[config.mk]
export PLATFORM = sky130hd
export DESIGN_NAME = priority_task_scheduler_unit_flat
export DESIGN_NICKNAME = d
export VERILOG_FILES = /design/src/rtl/pts_pkg.sv /design/src/rtl/pts_if.sv /design/src/rtl/priority_task_scheduler_unit.sv /design/src/rtl/pts_cell.sv /design/src/flat_wrapper.sv
export VERILOG_INCLUDE_DIRS = /design/src /design/src/rtl
export SDC_FILE = /design/constraint.sdc
export NUM_CORES = 1
export LEC_CHECK = 0
export BUFFER_PORTS_ARGS = -buffer_cell sky130_fd_sc_hd__buf_4
export CORE_MARGIN = 5
export CORE_UTILIZATION = 53
export CTS_CLUSTER_DIAMETER = 80
export DETAILED_ROUTE_END_ITERATION = 7
export GPL_TIMING_DRIVEN = 0
export HOLD_SLACK_MARGIN = 0.15
export PLACE_DENSITY = 0.68
export SLEW_MARGIN = 20
export SYNTH_ARGS = -nofsm -noshare
export SYNTH_HDL_FRONTEND = slang
export SYNTH_SLANG_ARGS = --single-unit
[constraint.sdc]
create_clock -name clk -period 7.35 [get_ports clk]
set_input_delay 1.8375 -clock clk [delete_from_list [all_inputs] [get_ports clk]]
set_output_delay 1.8375 -clock clk [all_outputs]
set_load 0.005 [all_outputs]
[src/rtl/assert_macros.svh]
// Assertion macros shared by the scheduler RTL.
// No dependencies; included by modules that carry assertions.
`ifndef ASSERT_MACROS_SVH
`define ASSERT_MACROS_SVH

// Clocked check, disabled while reset is held.
`define PTS_ASSERT(lbl, clk, rst_n, prop, msg) \
  lbl: assert property (@(posedge clk) disable iff (!rst_n) (prop)) else $error(msg);

// Condition that must never hold.
`define PTS_NEVER(lbl, clk, rst_n, expr, msg) \
  `PTS_ASSERT(lbl, clk, rst_n, !(expr), msg)

`endif

[src/rtl/pts_pkg.sv]
// Package for the priority task scheduler: codes, defaults and cell link types.
// No dependencies.
package pts_pkg;

  localparam int MAX_TASKS_DEF = 8;
  localparam int MAX_SEMS_DEF  = 8;
  localparam int IDX_W         = 6;

  localparam logic [5:0] IDLE_PRIO = 6'd63;

  localparam logic [1:0] MODE_READY   = 2'd0;
  localparam logic [1:0] MODE_DELAYED = 2'd1;
  localparam logic [1:0] MODE_PENDING = 2'd2;

  localparam logic [3:0] FN_CREATE   = 4'd0;
  localparam logic [3:0] FN_RUN      = 4'd1;
  localparam logic [3:0] FN_DELAY    = 4'd2;
  localparam logic [3:0] FN_TICK     = 4'd3;
  localparam logic [3:0] FN_ISR_IN   = 4'd4;
  localparam logic [3:0] FN_ISR_OUT  = 4'd5;
  localparam logic [3:0] FN_SEM_NEW  = 4'd6;
  localparam logic [3:0] FN_PEND     = 4'd7;
  localparam logic [3:0] FN_POST     = 4'd8;

  localparam logic [1:0] ST_OK       = 2'd0;
  localparam logic [1:0] ST_NO_SLOT  = 2'd1;
  localparam logic [1:0] ST_NO_SEM   = 2'd2;
  localparam logic [1:0] ST_IDLE_BLK = 2'd3;

  localparam logic [2:0] CMD_NONE   = 3'd0;
  localparam logic [2:0] CMD_CREATE = 3'd1;
  localparam logic [2:0] CMD_DELAY  = 3'd2;
  localparam logic [2:0] CMD_PEND   = 3'd3;
  localparam logic [2:0] CMD_WAKE   = 3'd4;
  localparam logic [2:0] CMD_TICK   = 3'd5;

  // Running best-so-far handed from cell to cell.
  typedef struct packed {
    logic             rdy_found;
    logic [5:0]       rdy_prio;
    logic [IDX_W-1:0] rdy_idx;
    logic             free_found;
    logic [IDX_W-1:0] free_idx;
    logic             pnd_found;
    logic [5:0]       pnd_prio;
    logic [IDX_W-1:0] pnd_idx;
  } link_t;

  // Update broadcast to all cells.
  typedef struct packed {
    logic [2:0]       op;
    logic [IDX_W-1:0] idx;
    logic [5:0]       prio;
    logic [15:0]      dly;
    logic [2:0]       sem;
  } cmd_t;

endpackage

[src/rtl/pts_if.sv]
// Request and response channel interfaces of the scheduler.
// No dependencies.
interface pts_req_if;
  logic               valid;
  logic               ready;
  logic [3:0]         func;
  logic [5:0]         priority_req;
  logic [15:0]        delay_ticks;
  logic [2:0]         sem_index;
  logic signed [15:0] sem_initial;
  modport source (output valid, func, priority_req, delay_ticks, sem_index, sem_initial,
                  input ready);
  modport sink (input valid, func, priority_req, delay_ticks, sem_index, sem_initial,
                output ready);
endinterface

interface pts_rsp_if;
  logic        valid;
  logic        ready;
  logic [2:0]  running_slot;
  logic        running_valid;
  logic        switched;
  logic [2:0]  new_handle;
  logic [1:0]  status;
  logic [31:0] switch_count;
  logic [31:0] tick_count;
  modport source (output valid, running_slot, running_valid, switched, new_handle, status,
                  switch_count, tick_count, input ready);
  modport sink (input valid, running_slot, running_valid, switched, new_handle, status,
                switch_count, tick_count, output ready);
endinterface

[src/rtl/priority_task_scheduler_unit.sv]
// Priority-preemptive task scheduler: control, semaphore store, output register.
// Depends on pts_pkg, pts_if, pts_cell and assert_macros.svh.
//
// Usage:
//   in_req  : one kernel request per handshake (func, priority_req, delay_ticks,
//             sem_index, sem_initial). Accepted when valid and ready are high.
//   out_rsp : exactly one response per request, in order, held in an output
//             register until the receiver takes it.
// Timing: each request runs as search pass, apply, search pass, dispatch.
//   A search pass walks the registered row of MAX_TASKS slot cells, one cell
//   per cycle. One request is in flight at a time; in_req.ready is high only
//   while the control is idle, also while a response still waits.
// Stall: if the receiver holds off, the finished request waits in dispatch
//   until the output register frees up; nothing is lost or repeated.
// Reset (rst_n low, synchronous): slot 0 is the idle task at priority 63, other
//   slots free, all semaphores free, other counters zero, no task running.
//   Semaphore counts are undefined until created; no clearing pass is needed.
`include "assert_macros.svh"
module priority_task_scheduler_unit #(
  parameter int MAX_TASKS = pts_pkg::MAX_TASKS_DEF,
  parameter int MAX_SEMS  = pts_pkg::MAX_SEMS_DEF
) (
  input  logic clk,
  input  logic rst_n,
  pts_req_if.sink   in_req,
  pts_rsp_if.source out_rsp
);

  localparam int TW  = $clog2(MAX_TASKS);
  localparam int SAW = (MAX_SEMS > 1) ? $clog2(MAX_SEMS) : 1;
  localparam int FW  = $clog2(MAX_SEMS + 1);

  localparam logic [2:0] S_IDLE  = 3'd0;
  localparam logic [2:0] S_SRCH1 = 3'd1;
  localparam logic [2:0] S_APPLY = 3'd2;
  localparam logic [2:0] S_SRCH2 = 3'd3;
  localparam logic [2:0] S_DONE  = 3'd4;

  logic [2:0] state_r, state_nxt;
  logic [TW-1:0] cnt_r;

  // latched request
  logic [3:0]         fn_r;
  logic [5:0]         prio_r;
  logic [15:0]        dly_r;
  logic [2:0]         si_r;
  logic signed [15:0] init_r;

  // kernel state outside the cells
  logic [FW-1:0] sems_free_r;
  logic [2:0]    cur_slot_r;
  logic          cur_valid_r;
  logic          run_started_r;
  logic [7:0]    isr_nest_r;
  logic [31:0]   sw_count_r;
  logic [31:0]   tick_count_r;
  logic [2:0]    handle_r, handle_nxt;
  logic [1:0]    status_r, status_nxt;

  // semaphore counts, no reset
  logic signed [15:0] sem_mem [MAX_SEMS];
  logic signed [15:0] sem_rd_r;

  // response register
  logic        out_valid_r;
  logic [2:0]  o_slot_r;
  logic        o_rvalid_r;
  logic        o_sw_r;
  logic [2:0]  o_handle_r;
  logic [1:0]  o_status_r;
  logic [31:0] o_swcnt_r;
  logic [31:0] o_ticks_r;

  pts_pkg::link_t lnk [MAX_TASKS+1];
  pts_pkg::cmd_t  cmd;
  pts_pkg::link_t chain_out;

  logic in_fire, done_go, si_ok, sem_we;
  logic [SAW-1:0] sem_wa, in_sa;
  logic signed [15:0] sem_wd;
  logic [FW-1:0] free_idx;
  logic [2:0] t_top;
  logic sw_now;
  logic sw_take;

  assign in_req.ready = (state_r == S_IDLE);
  assign in_fire      = in_req.valid && in_req.ready;
  assign done_go      = (state_r == S_DONE) && !(out_valid_r && !out_rsp.ready);
  assign chain_out    = lnk[MAX_TASKS];
  assign lnk[0]       = '0;
  assign si_ok        = ({29'd0, si_r} < 32'(MAX_SEMS));
  assign free_idx     = sems_free_r - FW'(1);
  assign in_sa        = SAW'(in_req.sem_index);
  assign t_top        = 3'(chain_out.rdy_idx);
  assign sw_now       = !cur_valid_r || (t_top != cur_slot_r);
  assign sw_take      = run_started_r && (isr_nest_r == 8'd0) && sw_now;

  // row of slot cells
  for (genvar g = 0; g < MAX_TASKS; g++) begin : g_cell
    pts_cell #(.IDX(g)) u_cell (
      .clk      (clk),
      .rst_n    (rst_n),
      .cmd      (cmd),
      .srch_sem (si_r),
      .lnk_in   (lnk[g]),
      .lnk_out  (lnk[g+1])
    );
  end

  // next state
  always_comb begin
    state_nxt = state_r;
    unique case (state_r)
      S_IDLE:  if (in_fire) state_nxt = S_SRCH1;
      S_SRCH1: if (cnt_r == TW'(MAX_TASKS - 1)) state_nxt = S_APPLY;
      S_APPLY: state_nxt = S_SRCH2;
      S_SRCH2: if (cnt_r == TW'(MAX_TASKS - 1)) state_nxt = S_DONE;
      S_DONE:  if (done_go) state_nxt = S_IDLE;
      default: state_nxt = S_IDLE;
    endcase
  end

  // operation decode; acts only in apply, using the first search pass
  always_comb begin
    cmd        = '0;
    sem_we     = 1'b0;
    sem_wa     = SAW'(si_r);
    sem_wd     = sem_rd_r;
    handle_nxt = 3'd0;
    status_nxt = pts_pkg::ST_OK;
    if (state_r == S_APPLY) begin
      unique case (fn_r)
        pts_pkg::FN_CREATE: begin
          if (chain_out.free_found) begin
            cmd.op     = pts_pkg::CMD_CREATE;
            cmd.idx    = chain_out.free_idx;
            cmd.prio   = prio_r;
            handle_nxt = 3'(chain_out.free_idx);
          end else status_nxt = pts_pkg::ST_NO_SLOT;
        end
        pts_pkg::FN_DELAY: begin
          if (chain_out.rdy_idx != '0) begin
            cmd.op  = pts_pkg::CMD_DELAY;
            cmd.idx = chain_out.rdy_idx;
            cmd.dly = (dly_r == 16'd0) ? 16'd1 : dly_r;
          end else status_nxt = pts_pkg::ST_IDLE_BLK;
        end
        pts_pkg::FN_TICK: cmd.op = pts_pkg::CMD_TICK;
        pts_pkg::FN_SEM_NEW: begin
          if (sems_free_r != '0) begin
            sem_we     = 1'b1;
            sem_wa     = free_idx[SAW-1:0];
            sem_wd     = init_r;
            handle_nxt = 3'(free_idx);
          end else status_nxt = pts_pkg::ST_NO_SEM;
        end
        pts_pkg::FN_PEND: if (si_ok) begin
          if (sem_rd_r > 16'sd0) begin
            sem_we = 1'b1;
            sem_wd = sem_rd_r - 16'sd1;
          end else if (chain_out.rdy_idx != '0) begin
            sem_we  = (sem_rd_r != 16'sh8000);
            sem_wd  = sem_rd_r - 16'sd1;
            cmd.op  = pts_pkg::CMD_PEND;
            cmd.idx = chain_out.rdy_idx;
            cmd.sem = si_r;
          end else status_nxt = pts_pkg::ST_IDLE_BLK;
        end
        pts_pkg::FN_POST: if (si_ok) begin
          sem_we = (sem_rd_r != 16'sh7FFF);
          sem_wd = sem_rd_r + 16'sd1;
          if (sem_rd_r[15] && chain_out.pnd_found) begin
            cmd.op  = pts_pkg::CMD_WAKE;
            cmd.idx = chain_out.pnd_idx;
          end
        end
        default: ;
      endcase
    end
  end

  // semaphore store: read at accept, write in apply
  always_ff @(posedge clk) begin
    if (in_fire) sem_rd_r <= sem_mem[in_sa];
    if (sem_we)  sem_mem[sem_wa] <= sem_wd;
  end

  always_ff @(posedge clk) begin
    if (in_fire) begin
      fn_r   <= in_req.func;
      prio_r <= in_req.priority_req;
      dly_r  <= in_req.delay_ticks;
      si_r   <= in_req.sem_index;
      init_r <= in_req.sem_initial;
    end
  end

  always_ff @(posedge clk) begin
    if (!rst_n) begin
      state_r       <= S_IDLE;
      cnt_r         <= '0;
      sems_free_r   <= FW'(MAX_SEMS);
      cur_slot_r    <= 3'd0;
      cur_valid_r   <= 1'b0;
      run_started_r <= 1'b0;
      isr_nest_r    <= 8'd0;
      sw_count_r    <= 32'd0;
      tick_count_r  <= 32'd0;
      handle_r      <= 3'd0;
      status_r      <= pts_pkg::ST_OK;
      out_valid_r   <= 1'b0;
    end else begin
      state_r <= state_nxt;
      cnt_r   <= (state_r == S_SRCH1 || state_r == S_SRCH2) && state_nxt == state_r ?
                 cnt_r + TW'(1) : '0;

      if (state_r == S_APPLY) begin
        handle_r <= handle_nxt;
        status_r <= status_nxt;
        unique case (fn_r)
          pts_pkg::FN_RUN: run_started_r <= 1'b1;
          pts_pkg::FN_TICK: tick_count_r <= tick_count_r + 32'd1;
          pts_pkg::FN_ISR_IN:
            if (isr_nest_r != 8'hFF) isr_nest_r <= isr_nest_r + 8'd1;
          pts_pkg::FN_ISR_OUT:
            if (isr_nest_r != 8'd0) isr_nest_r <= isr_nest_r - 8'd1;
          pts_pkg::FN_SEM_NEW:
            if (sems_free_r != '0) sems_free_r <= free_idx;
          default: ;
        endcase
      end

      // dispatch from the second search pass; counters are captured with the
      // response so a later request cannot change a waiting one
      if (done_go) begin
        if (run_started_r && isr_nest_r == 8'd0) begin
          cur_slot_r  <= t_top;
          cur_valid_r <= 1'b1;
          o_slot_r    <= t_top;
          o_rvalid_r  <= 1'b1;
          if (sw_now) sw_count_r <= sw_count_r + 32'd1;
        end else begin
          o_slot_r   <= cur_slot_r;
          o_rvalid_r <= cur_valid_r;
        end
        o_sw_r      <= sw_take;
        o_swcnt_r   <= sw_count_r + {31'd0, sw_take};
        o_ticks_r   <= tick_count_r;
        o_handle_r  <= handle_r;
        o_status_r  <= status_r;
        out_valid_r <= 1'b1;
      end else if (out_valid_r && out_rsp.ready) begin
        out_valid_r <= 1'b0;
      end
    end
  end

  assign out_rsp.valid         = out_valid_r;
  assign out_rsp.running_slot  = o_slot_r;
  assign out_rsp.running_valid = o_rvalid_r;
  assign out_rsp.switched      = o_sw_r;
  assign out_rsp.new_handle    = o_handle_r;
  assign out_rsp.status        = o_status_r;
  assign out_rsp.switch_count  = o_swcnt_r;
  assign out_rsp.tick_count    = o_ticks_r;

  // idle task is always ready, so every finished pass finds a ready slot
  `PTS_ASSERT(a_ready_found, clk, rst_n,
    (state_r == S_APPLY || state_r == S_DONE) |-> chain_out.rdy_found,
    "search pass found no ready slot")
  `PTS_ASSERT(a_done_out, clk, rst_n, done_go |=> out_valid_r,
    "dispatched request left no response")
  `PTS_NEVER(a_valid_fell, clk, rst_n, $fell(cur_valid_r),
    "running task marker dropped")
  `PTS_NEVER(a_sems_free, clk, rst_n, (32'(sems_free_r) > 32'(MAX_SEMS)),
    "free semaphore count out of range")

endmodule

[src/rtl/pts_cell.sv]
// One task slot cell: slot state, broadcast update and registered search link.
// Depends on pts_pkg.
module pts_cell #(
  parameter int IDX = 0
) (
  input  logic           clk,
  input  logic           rst_n,
  input  pts_pkg::cmd_t  cmd,
  input  logic [2:0]     srch_sem,
  input  pts_pkg::link_t lnk_in,
  output pts_pkg::link_t lnk_out
);

  localparam logic [pts_pkg::IDX_W-1:0] MY_IDX = pts_pkg::IDX_W'(IDX);

  logic        used_r;
  logic [5:0]  prio_r;
  logic [1:0]  mode_r;
  logic [15:0] dly_r;
  logic [2:0]  wsem_r;
  logic [15:0] dly_dec;
  logic        hit;
  pts_pkg::link_t lnk_nxt;

  assign hit     = (cmd.idx == MY_IDX);
  assign dly_dec = (dly_r != 16'd0) ? dly_r - 16'd1 : 16'd0;

  always_ff @(posedge clk) begin
    if (!rst_n) begin
      used_r <= (IDX == 0);
      prio_r <= (IDX == 0) ? pts_pkg::IDLE_PRIO : 6'd0;
      mode_r <= pts_pkg::MODE_READY;
      dly_r  <= 16'd0;
      wsem_r <= 3'd0;
    end else begin
      unique case (cmd.op)
        pts_pkg::CMD_CREATE: if (hit) begin
          used_r <= 1'b1;
          prio_r <= cmd.prio;
          mode_r <= pts_pkg::MODE_READY;
          dly_r  <= 16'd0;
          wsem_r <= 3'd0;
        end
        pts_pkg::CMD_DELAY: if (hit) begin
          mode_r <= pts_pkg::MODE_DELAYED;
          dly_r  <= cmd.dly;
        end
        pts_pkg::CMD_PEND: if (hit) begin
          mode_r <= pts_pkg::MODE_PENDING;
          wsem_r <= cmd.sem;
        end
        pts_pkg::CMD_WAKE: if (hit) begin
          mode_r <= pts_pkg::MODE_READY;
        end
        pts_pkg::CMD_TICK: if (used_r && mode_r == pts_pkg::MODE_DELAYED) begin
          dly_r <= dly_dec;
          if (dly_dec == 16'd0) mode_r <= pts_pkg::MODE_READY;
        end
        default: ;
      endcase
    end
  end

  // Strict compare keeps the lower slot on equal priority.
  always_comb begin
    lnk_nxt = lnk_in;
    if (used_r && mode_r == pts_pkg::MODE_READY &&
        (!lnk_in.rdy_found || prio_r < lnk_in.rdy_prio)) begin
      lnk_nxt.rdy_found = 1'b1;
      lnk_nxt.rdy_prio  = prio_r;
      lnk_nxt.rdy_idx   = MY_IDX;
    end
    if (!used_r && !lnk_in.free_found) begin
      lnk_nxt.free_found = 1'b1;
      lnk_nxt.free_idx   = MY_IDX;
    end
    if (used_r && mode_r == pts_pkg::MODE_PENDING && wsem_r == srch_sem &&
        (!lnk_in.pnd_found || prio_r < lnk_in.pnd_prio)) begin
      lnk_nxt.pnd_found = 1'b1;
      lnk_nxt.pnd_prio  = prio_r;
      lnk_nxt.pnd_idx   = MY_IDX;
    end
  end

  always_ff @(posedge clk) begin
    lnk_out <= lnk_nxt;
  end

endmodule

[src/flat_wrapper.sv]
// flat-port wrapper written by rule: the top's interface ports become plain ports
module priority_task_scheduler_unit_flat 
#(
  parameter int MAX_TASKS = pts_pkg::MAX_TASKS_DEF,
  parameter int MAX_SEMS  = pts_pkg::MAX_SEMS_DEF
)
  (clk, rst_n, in_req_valid, in_req_func, in_req_priority_req, in_req_delay_ticks, in_req_sem_index, in_req_sem_initial, in_req_ready, out_rsp_valid, out_rsp_running_slot, out_rsp_running_valid, out_rsp_switched, out_rsp_new_handle, out_rsp_status, out_rsp_switch_count, out_rsp_tick_count, out_rsp_ready);
  pts_req_if in_req_i ();
  pts_rsp_if out_rsp_i ();
  input  logic clk;
  input  logic rst_n;
  input wire logic [$bits(in_req_i.valid)-1:0] in_req_valid;
  input wire logic [$bits(in_req_i.func)-1:0] in_req_func;
  input wire logic [$bits(in_req_i.priority_req)-1:0] in_req_priority_req;
  input wire logic [$bits(in_req_i.delay_ticks)-1:0] in_req_delay_ticks;
  input wire logic [$bits(in_req_i.sem_index)-1:0] in_req_sem_index;
  input wire logic [$bits(in_req_i.sem_initial)-1:0] in_req_sem_initial;
  output wire logic [$bits(in_req_i.ready)-1:0] in_req_ready;
  output wire logic [$bits(out_rsp_i.valid)-1:0] out_rsp_valid;
  output wire logic [$bits(out_rsp_i.running_slot)-1:0] out_rsp_running_slot;
  output wire logic [$bits(out_rsp_i.running_valid)-1:0] out_rsp_running_valid;
  output wire logic [$bits(out_rsp_i.switched)-1:0] out_rsp_switched;
  output wire logic [$bits(out_rsp_i.new_handle)-1:0] out_rsp_new_handle;
  output wire logic [$bits(out_rsp_i.status)-1:0] out_rsp_status;
  output wire logic [$bits(out_rsp_i.switch_count)-1:0] out_rsp_switch_count;
  output wire logic [$bits(out_rsp_i.tick_count)-1:0] out_rsp_tick_count;
  input wire logic [$bits(out_rsp_i.ready)-1:0] out_rsp_ready;
  assign in_req_i.valid = in_req_valid;
  assign in_req_i.func = in_req_func;
  assign in_req_i.priority_req = in_req_priority_req;
  assign in_req_i.delay_ticks = in_req_delay_ticks;
  assign in_req_i.sem_index = in_req_sem_index;
  assign in_req_i.sem_initial = in_req_sem_initial;
  assign in_req_ready = in_req_i.ready;
  assign out_rsp_valid = out_rsp_i.valid;
  assign out_rsp_running_slot = out_rsp_i.running_slot;
  assign out_rsp_running_valid = out_rsp_i.running_valid;
  assign out_rsp_switched = out_rsp_i.switched;
  assign out_rsp_new_handle = out_rsp_i.new_handle;
  assign out_rsp_status = out_rsp_i.status;
  assign out_rsp_switch_count = out_rsp_i.switch_count;
  assign out_rsp_tick_count = out_rsp_i.tick_count;
  assign out_rsp_i.ready = out_rsp_ready;
  priority_task_scheduler_unit #(.MAX_TASKS(MAX_TASKS), .MAX_SEMS(MAX_SEMS)) u_core (.clk(clk), .rst_n(rst_n), .in_req(in_req_i), .out_rsp(out_rsp_i));
endmodule
== Yosys cells after proc, flatten, opt, wreduce, memory -nomap -nowiden ==
Memories as Yosys holds them, arrays and structs flattened. A register that Yosys moved wholly into a read port is not among the register bits.
Index checks and enable logic that the tools add are counted.
W data, S select, Z words.

* Register bits after elaboration: 653
* RAM bits: 128
* Bits of input ports: 49
* Output and inout port bits: 76
* Word-level logic and storage cells: 613
* Memories: 1

{| class="wikitable"
|+ Memories
! name !! words !! width !! rd ports !! clocked after memory_dff !! wr ports !! line !! source
|-
| u_core.sem_mem || 8 || 16 || 1 || 1 || 1 || priority_task_scheduler_unit.sv:61 || <nowiki>logic signed [15:0] sem_mem [MAX_SEMS];</nowiki>
|}

* Add/subtract/negate cells: 17
* $lt $le $gt $ge: 15
* Equality and inequality tests: 104
* Mux-type cells: 176
* Reductions and logical operators: 179

{| class="wikitable"
|+ Operators with widths
! kind !! count
|-
| $mux W16 || 39
|-
| $pmux W16 S3 || 9
|-
| $logic_not A16 Y1 || 9
|-
| $mux W12 || 12
|-
| $reduce_bool A16 Y1 || 8
|-
| $sub A16 B1 Y16 const B || 8
|-
| $mux W3 || 29
|-
| $mux W2 || 43
|-
| $lt A6 B6 Y1 || 14
|-
| $ne A2 B2 Y1 const B || 40
|-
| $pmux W2 S4 || 9
|-
| $add A32 B1 Y32 const B || 2
|-
| $logic_and A1 B1 Y1 || 57
|-
| $pmux W3 S2 || 9
|-
| $reduce_and A6 Y1 || 8
|-
| $mux W13 || 3
|-
| $reduce_and A4 Y1 || 9
|-
| $mux W34 || 1
|-
| $add A32 B1 Y32 || 1
|-
| $mux W8 || 4
|-
| $ne A16 B16 Y1 const B || 2
|-
| $pmux W3 S5 || 2
|-
| $reduce_and A3 Y1 || 10
|-
| $logic_not A1 Y1 || 29
|-
| 42 further kinds || 134
|}

== Logic depth before layout (Yosys ltp) ==
* Word-level depth: 9
* Depth in mapped cells: 13
* Gate-level depth less buffers: 12

== Hierarchy ==
A second synthesis with hierarchy kept.

* Cells, all modules: 3,927
* Area, all modules: 40,017.1 um^2

{| class="wikitable"
|+ By module, submodules not included
! module !! instances !! cells an instance !! area each (um^2) !! seq. area each (um^2)
|-
| priority_task_scheduler_unit || 1 || 1,234 || 15,695.1 || 9,759.4
|-
| pts_cell at u_core.g_cell[1].u_cell ... || 2 || 319 || 2,986.6 || 1,221.2
|-
| pts_cell at u_core.g_cell[7].u_cell || 1 || 443 || 3,552.2 || 1,221.2
|-
| pts_cell at u_core.g_cell[3].u_cell || 1 || 324 || 3,022.9 || 1,221.2
|-
| pts_cell at u_core.g_cell[4].u_cell || 1 || 327 || 3,009.1 || 1,221.2
|-
| pts_cell at u_core.g_cell[5].u_cell || 1 || 321 || 2,977.9 || 1,221.2
|-
| pts_cell at u_core.g_cell[0].u_cell || 1 || 325 || 2,909.0 || 1,201.2
|-
| pts_cell at u_core.g_cell[6].u_cell || 1 || 315 || 2,877.8 || 1,221.2
|}

== Least setup slack after synthesis ==
Ideal clock, no wire load.

* Kind: in2reg
* Start: in rst_n
* End: reg u_core.o_handle_r[0], in the netlist u_core.out_rsp.new_handle[0], enable pin
* Setup time: 507 ps
* Data arrival time: 5,418 ps
* Data required time: 6,843 ps
* Path slack: 1,425 ps
* Cell stages on the path: 4
* Buffers on the path: 2
* Cells stage by stage: inv_2 -> clkbuf_1 -> clkbuf_1 -> nor2_1

* Cells in the longest elaborated chain, start to end: 1

{| class="wikitable"
|+ RTL lines
! what !! line !! source
|-
| from (decl) || flat_wrapper.sv:11 || <nowiki>input logic rst_n;</nowiki>
|-
| $reduce_and A2 Y1 (no source line) || n/a ||
|-
| to (signal assigned) || priority_task_scheduler_unit.sv:249 || <nowiki>o_handle_r <= handle_r;</nowiki>
|-
| to (decl) || priority_task_scheduler_unit.sv:69 || <nowiki>logic [2:0] o_handle_r;</nowiki>
|}

No other way between the ends.
A chain may end at the register's enable or synchronous reset.

== Final worst setup path ==
* Start: reg u_core.sem_rd_r[0], read port of u_core.sem_mem
* End: reg u_core.g_cell[1].u_cell.mode_r[1]

* Cells in the longest elaborated chain, start to end: 8
* Elaborated cells on any way between the ends: 20
* Classes of those cells: order compare (1); eq/ne (11); mux (5); reduce/logical (3)

{| class="wikitable"
|+ RTL lines
! what !! line !! source
|-
| from (decl) || priority_task_scheduler_unit.sv:62 || <nowiki>logic signed [15:0] sem_rd_r;</nowiki>
|-
| $gt A16 B1 Y1 (*) || priority_task_scheduler_unit.sv:158 || <nowiki>if (sem_rd_r > 16'sd0) begin</nowiki>
|-
| $mux W9 (*) || priority_task_scheduler_unit.sv:158 ||
|-
| $pmux W3 S5 || priority_task_scheduler_unit.sv:132 || <nowiki>unique case (fn_r)</nowiki>
|-
| $mux W34 (*) || priority_task_scheduler_unit.sv:131 || <nowiki>if (state_r == S_APPLY) begin</nowiki>
|-
| $eq A3 B3 Y1 / $eq A3 B1 Y1 (equally long branches) || pts_cell.sv:36 || <nowiki>unique case (cmd.op)</nowiki>
|-
| $reduce_or A2 Y1 (no source line) || n/a ||
|-
| $ne A2 B1 Y1 (no source line) / $reduce_bool A4 Y1 (equally long branches) || n/a ||
|-
| $reduce_and A6 Y1 (no source line) || n/a ||
|-
| to (signal assigned) || pts_cell.sv:32 || <nowiki>mode_r <= pts_pkg::MODE_READY;</nowiki>
|-
| to (signal assigned) || pts_cell.sv:40 || <nowiki>mode_r <= pts_pkg::MODE_READY;</nowiki>
|-
| to (signal assigned) || pts_cell.sv:45 || <nowiki>mode_r <= pts_pkg::MODE_DELAYED;</nowiki>
|-
| to (decl) || pts_cell.sv:18 || <nowiki>logic [1:0] mode_r;</nowiki>
|}

Every way passes the cells marked *; elsewhere a longest branch is shown, timed or not.

==> flow_summary.json <==
{
  "status": "completed",
  "seq_area_frac_synth": 0.505,
  "met3WireLength_microns": 7490,
  "synth_top_area_cell": "dfxtp_1",
  "hpwl_microns": 69300,
  "postCtsSetupBuffers": 0,
  "period_share": 0.639,
  "hold_viol": 0,
  "reg2reg_slack_ns": 2.65,
  "insertion_delay_ns": 0.64,
  "grt_usage": 0.271,
  "first_pass_iters": 6,
  "routedWlPerCell_microns": 21.8,
  "endpoint": "u_core.g_cell[1].u_cell.mode_r[1]",
  "syn_area_sq_um": 34300,
  "area_growth_pct": 14.6,
  "crit_fanout": 10,
  "dp.cells": 4371,
  "die_w_microns": 265,
  "nNetsFinal": 3741,
  "yosysUniqueCellTypes": 97,
  "finalCriticalPeriod_ns": 4.70,
  "grt_overflow": 0,
  "holdBufCountCts": 0,
  "stdcell_area_sq_um": 39400,
  "r2r-start": "u_core.sem_rd_r[0]",
  "final_antenna_net_count": 0,
  "routed.top_layer": "met4",
  "synth_edf_count": 263,
  "finalMaxSlewViolations": 0,
  "ys_seq_elements": 735,
  "drt_wl_total_microns": 98600,
  "worstPathRequired_ns": 7.90,
  "dr_wl_met2_microns": 45000,
  "tritoncts": "yes",
  "clkTransAtPathRegs_ns": 0.06,
  "grt_pass1_wl_microns": 152000,
  "ys.flop_type": "dfxtp_1",
  "n_antenna_cell": 0,
  "reg2reg_to": "u_core.g_cell[1].u_cell.mode_r[1]",
  "syn_area_per_cell_sq_um": 10.1,
  "io_buffers": 124,
  "pin_count": 125,
  "tightest_slew_ns": 1.19,
  "whs_ns": 0.414,
  "synth_top_area_share": 0.275,
  "dr_total_vias": 27200,
  "post_dp_cell_area_sq_um": 36500,
  "synth_most_common_cell": "dfxtp_1",
  "hold_path_class": "register to register",
  "end_kind": "register",
  "timing.fmax_mhz": 213,
  "grt_max_degree": 38,
  "ir_drop_mv": 0.221,
  "cts_resized": 0,
  "fin_util": 0.612,
  "startpoint_type": "register",
  "cap_violations": 0,
  "fin_cells": 4518,
  "h-tree-depth": 3,
  "cts_buffer_depth": 3,
  "yosys-top-cells-area": "dfxtp_1 (28%), edfxtp_1 (23%), nor2_1 (3.6%)",
  "setup_slack_ns": 2.65,
  "arrival_ns": 5.25,
  "clock_sinks": 735,
  "cp-startpoint": "u_core.sem_rd_r[0]",
  "clockRootBuffer": "clkbuf_16",
  "pre_cts_ws_ns": 2.68,
  "gp_congestion": 0.975,
  "layout-drive-gt1-share": 0.140,
  "critical_path_class": "register to register",
  "antenna_found_initial": 3,
  "drt-initial-drc-count": 3060,
  "r2r_cells": 11,
  "start_util": 0.534,
  "skew_ns": 0.0316,
  "die_area_sq_um": 70000,
  "ys_warn_count": 0,
  "rows": 93,
  "core-area_sq_um": 64300,
  "die_h_microns": 265,
  "finalSetupViolations": 0,
  "maxSlewHeadroom": 0.206,
  "drc": 0,
  "async_flop_share": 0,
  "grt_pass1_vias": 26500,
  "cts_made_buffers": 79,
  "synth.net_count": 3531,
  "syn_inst": 3387,
  "whs_path_depth": 1,
  "synth_common_cells": "dfxtp_1 (472), nor2_1 (332), nand2_1 (265)",
  "p_per_area_nw_per_um2": 221,
  "rsz0062_at_grt": "no",
  "m1WireLength_microns": 42100,
  "via_per_inst": 6.03,
  "p_leak_nw": 15.6
}
[worst min-delay path by stage]
stage / from / end
CTS: u_core.g_cell[4].u_cell.lnk_out[22] / u_core.g_cell[5].u_cell.lnk_out[22]
detailed placement: u_core.g_cell[4].u_cell.lnk_out[22] / u_core.g_cell[5].u_cell.lnk_out[22]
floorplan: u_core.g_cell[2].u_cell.used_r / u_core.g_cell[2].u_cell.lnk_out[19]
finish: u_core.g_cell[6].u_cell.lnk_out[1] / u_core.g_cell[7].u_cell.lnk_out[1]
global route: u_core.g_cell[5].u_cell.lnk_out[22] / u_core.g_cell[6].u_cell.lnk_out[22]
global placement: u_core.g_cell[6].u_cell.lnk_out[20] / u_core.g_cell[7].u_cell.lnk_out[20]
[flip-flops by register name, summed over array words and instances (netlist names), 8 cells and up]
register,cells
u_core.g_cell.u_cell.lnk_out,156
u_core.g_cell.u_cell.dly_r,128
u_core.sem_mem,128
u_core.g_cell.u_cell.prio_r,48
u_core.out_rsp.switch_count,32
u_core.out_rsp.tick_count,32
u_core.sw_count_r,32
u_core.tick_count_r,32
u_core.g_cell.u_cell.wsem_r,24
u_core.dly_r,16
u_core.g_cell.u_cell.mode_r,16
u_core.init_r,16
u_core.sem_rd_r,16
u_core.isr_nest_r,8
[critical path: stages (launching register included)]
cell and delay [ns]:
edfxtp_1 0.52, inv_1 0.14, ha_1 0.20, nor3b_2 0.42
and4_1 0.34, a311oi_4 0.28, nor2_1 0.55, buf_2 0.44
clkbuf_1 0.75, o31ai_1 0.38, o211ai_1 0.34, mux2i_1 0.24
[layer usage]
| metal | GRT usage | vias up |
|---|---|---|
| met3 | 0.0525 | 254 |
| met2 | 0.438 | 1132 |
| met5 | 0 | - |
| li1 | - | 12700 |
| met1 | 0.366 | 13200 |
| met4 | 0.0989 | 0 |
[power breakdown]
group	total, W	leakage (nW)	internal [W]	switching [W]
Combinational	0.000217	8.01	0.0000706	0.000146
Sequential	0.00425	6.29	0.00423	0.0000186
Clock	0.00424	1.35	0.00256	0.00168
Total	0.00871	15.6	0.00686	0.00185
[kinds of logic (layout without fill, tap and decap cells)]
logic type | Yosys count | after routing | share of synthesized area
compound gates | 695 | 695 | 0.134
xor+xnor | 153 | 153 | 0.0390
fa+ha+maj | 95 | 95 | 0.0348
buf+inv | 301 | 577 | 0.0351
flops | 735 | 735 | 0.505
mux | 213 | 213 | 0.0771
simple gates | 1195 | 1195 | 0.174
[metrics by stage]
step / total power [W] / setup TNS, ns
after floorplan: 0.00445 / 0
after global placement: 0.00454 / -76.49
after detailed placement: 0.00455 / 0
after CTS: 0.00876 / 0
after global routing: 0.00895 / 0
final: 0.00871 / 0
[layout by cell type, fill, tap and decap left out, types with 74 or more instances in the layout]
cell,count
dfxtp_1,472
nor2_1,323
nand2_1,265
edfxtp_1,263
o21ai_0,192
a21oi_1,161
clkbuf_1,134
inv_1,130
buf_4,129
nor3_1,111
ha_1,94
mux2_2,93
xnor2_1,88
mux2i_1,88
clkbuf_16,81
nand3_1,77
a21o_1,74
[final cells by class]
type | count | area, sq um
plain buffers | 170 | 714
clock buffers | 103 | 2170
clock inverters | 44 | 616
fillers | 5263 | 25000
inverters | 131 | 492
multi-input cells | 2351 | 15900
flip-flops and latches | 735 | 17300
well taps | 855 | 1070
repair buffers | 129 | 1040
Note: power is estimated with default switching activity, not from simulation.
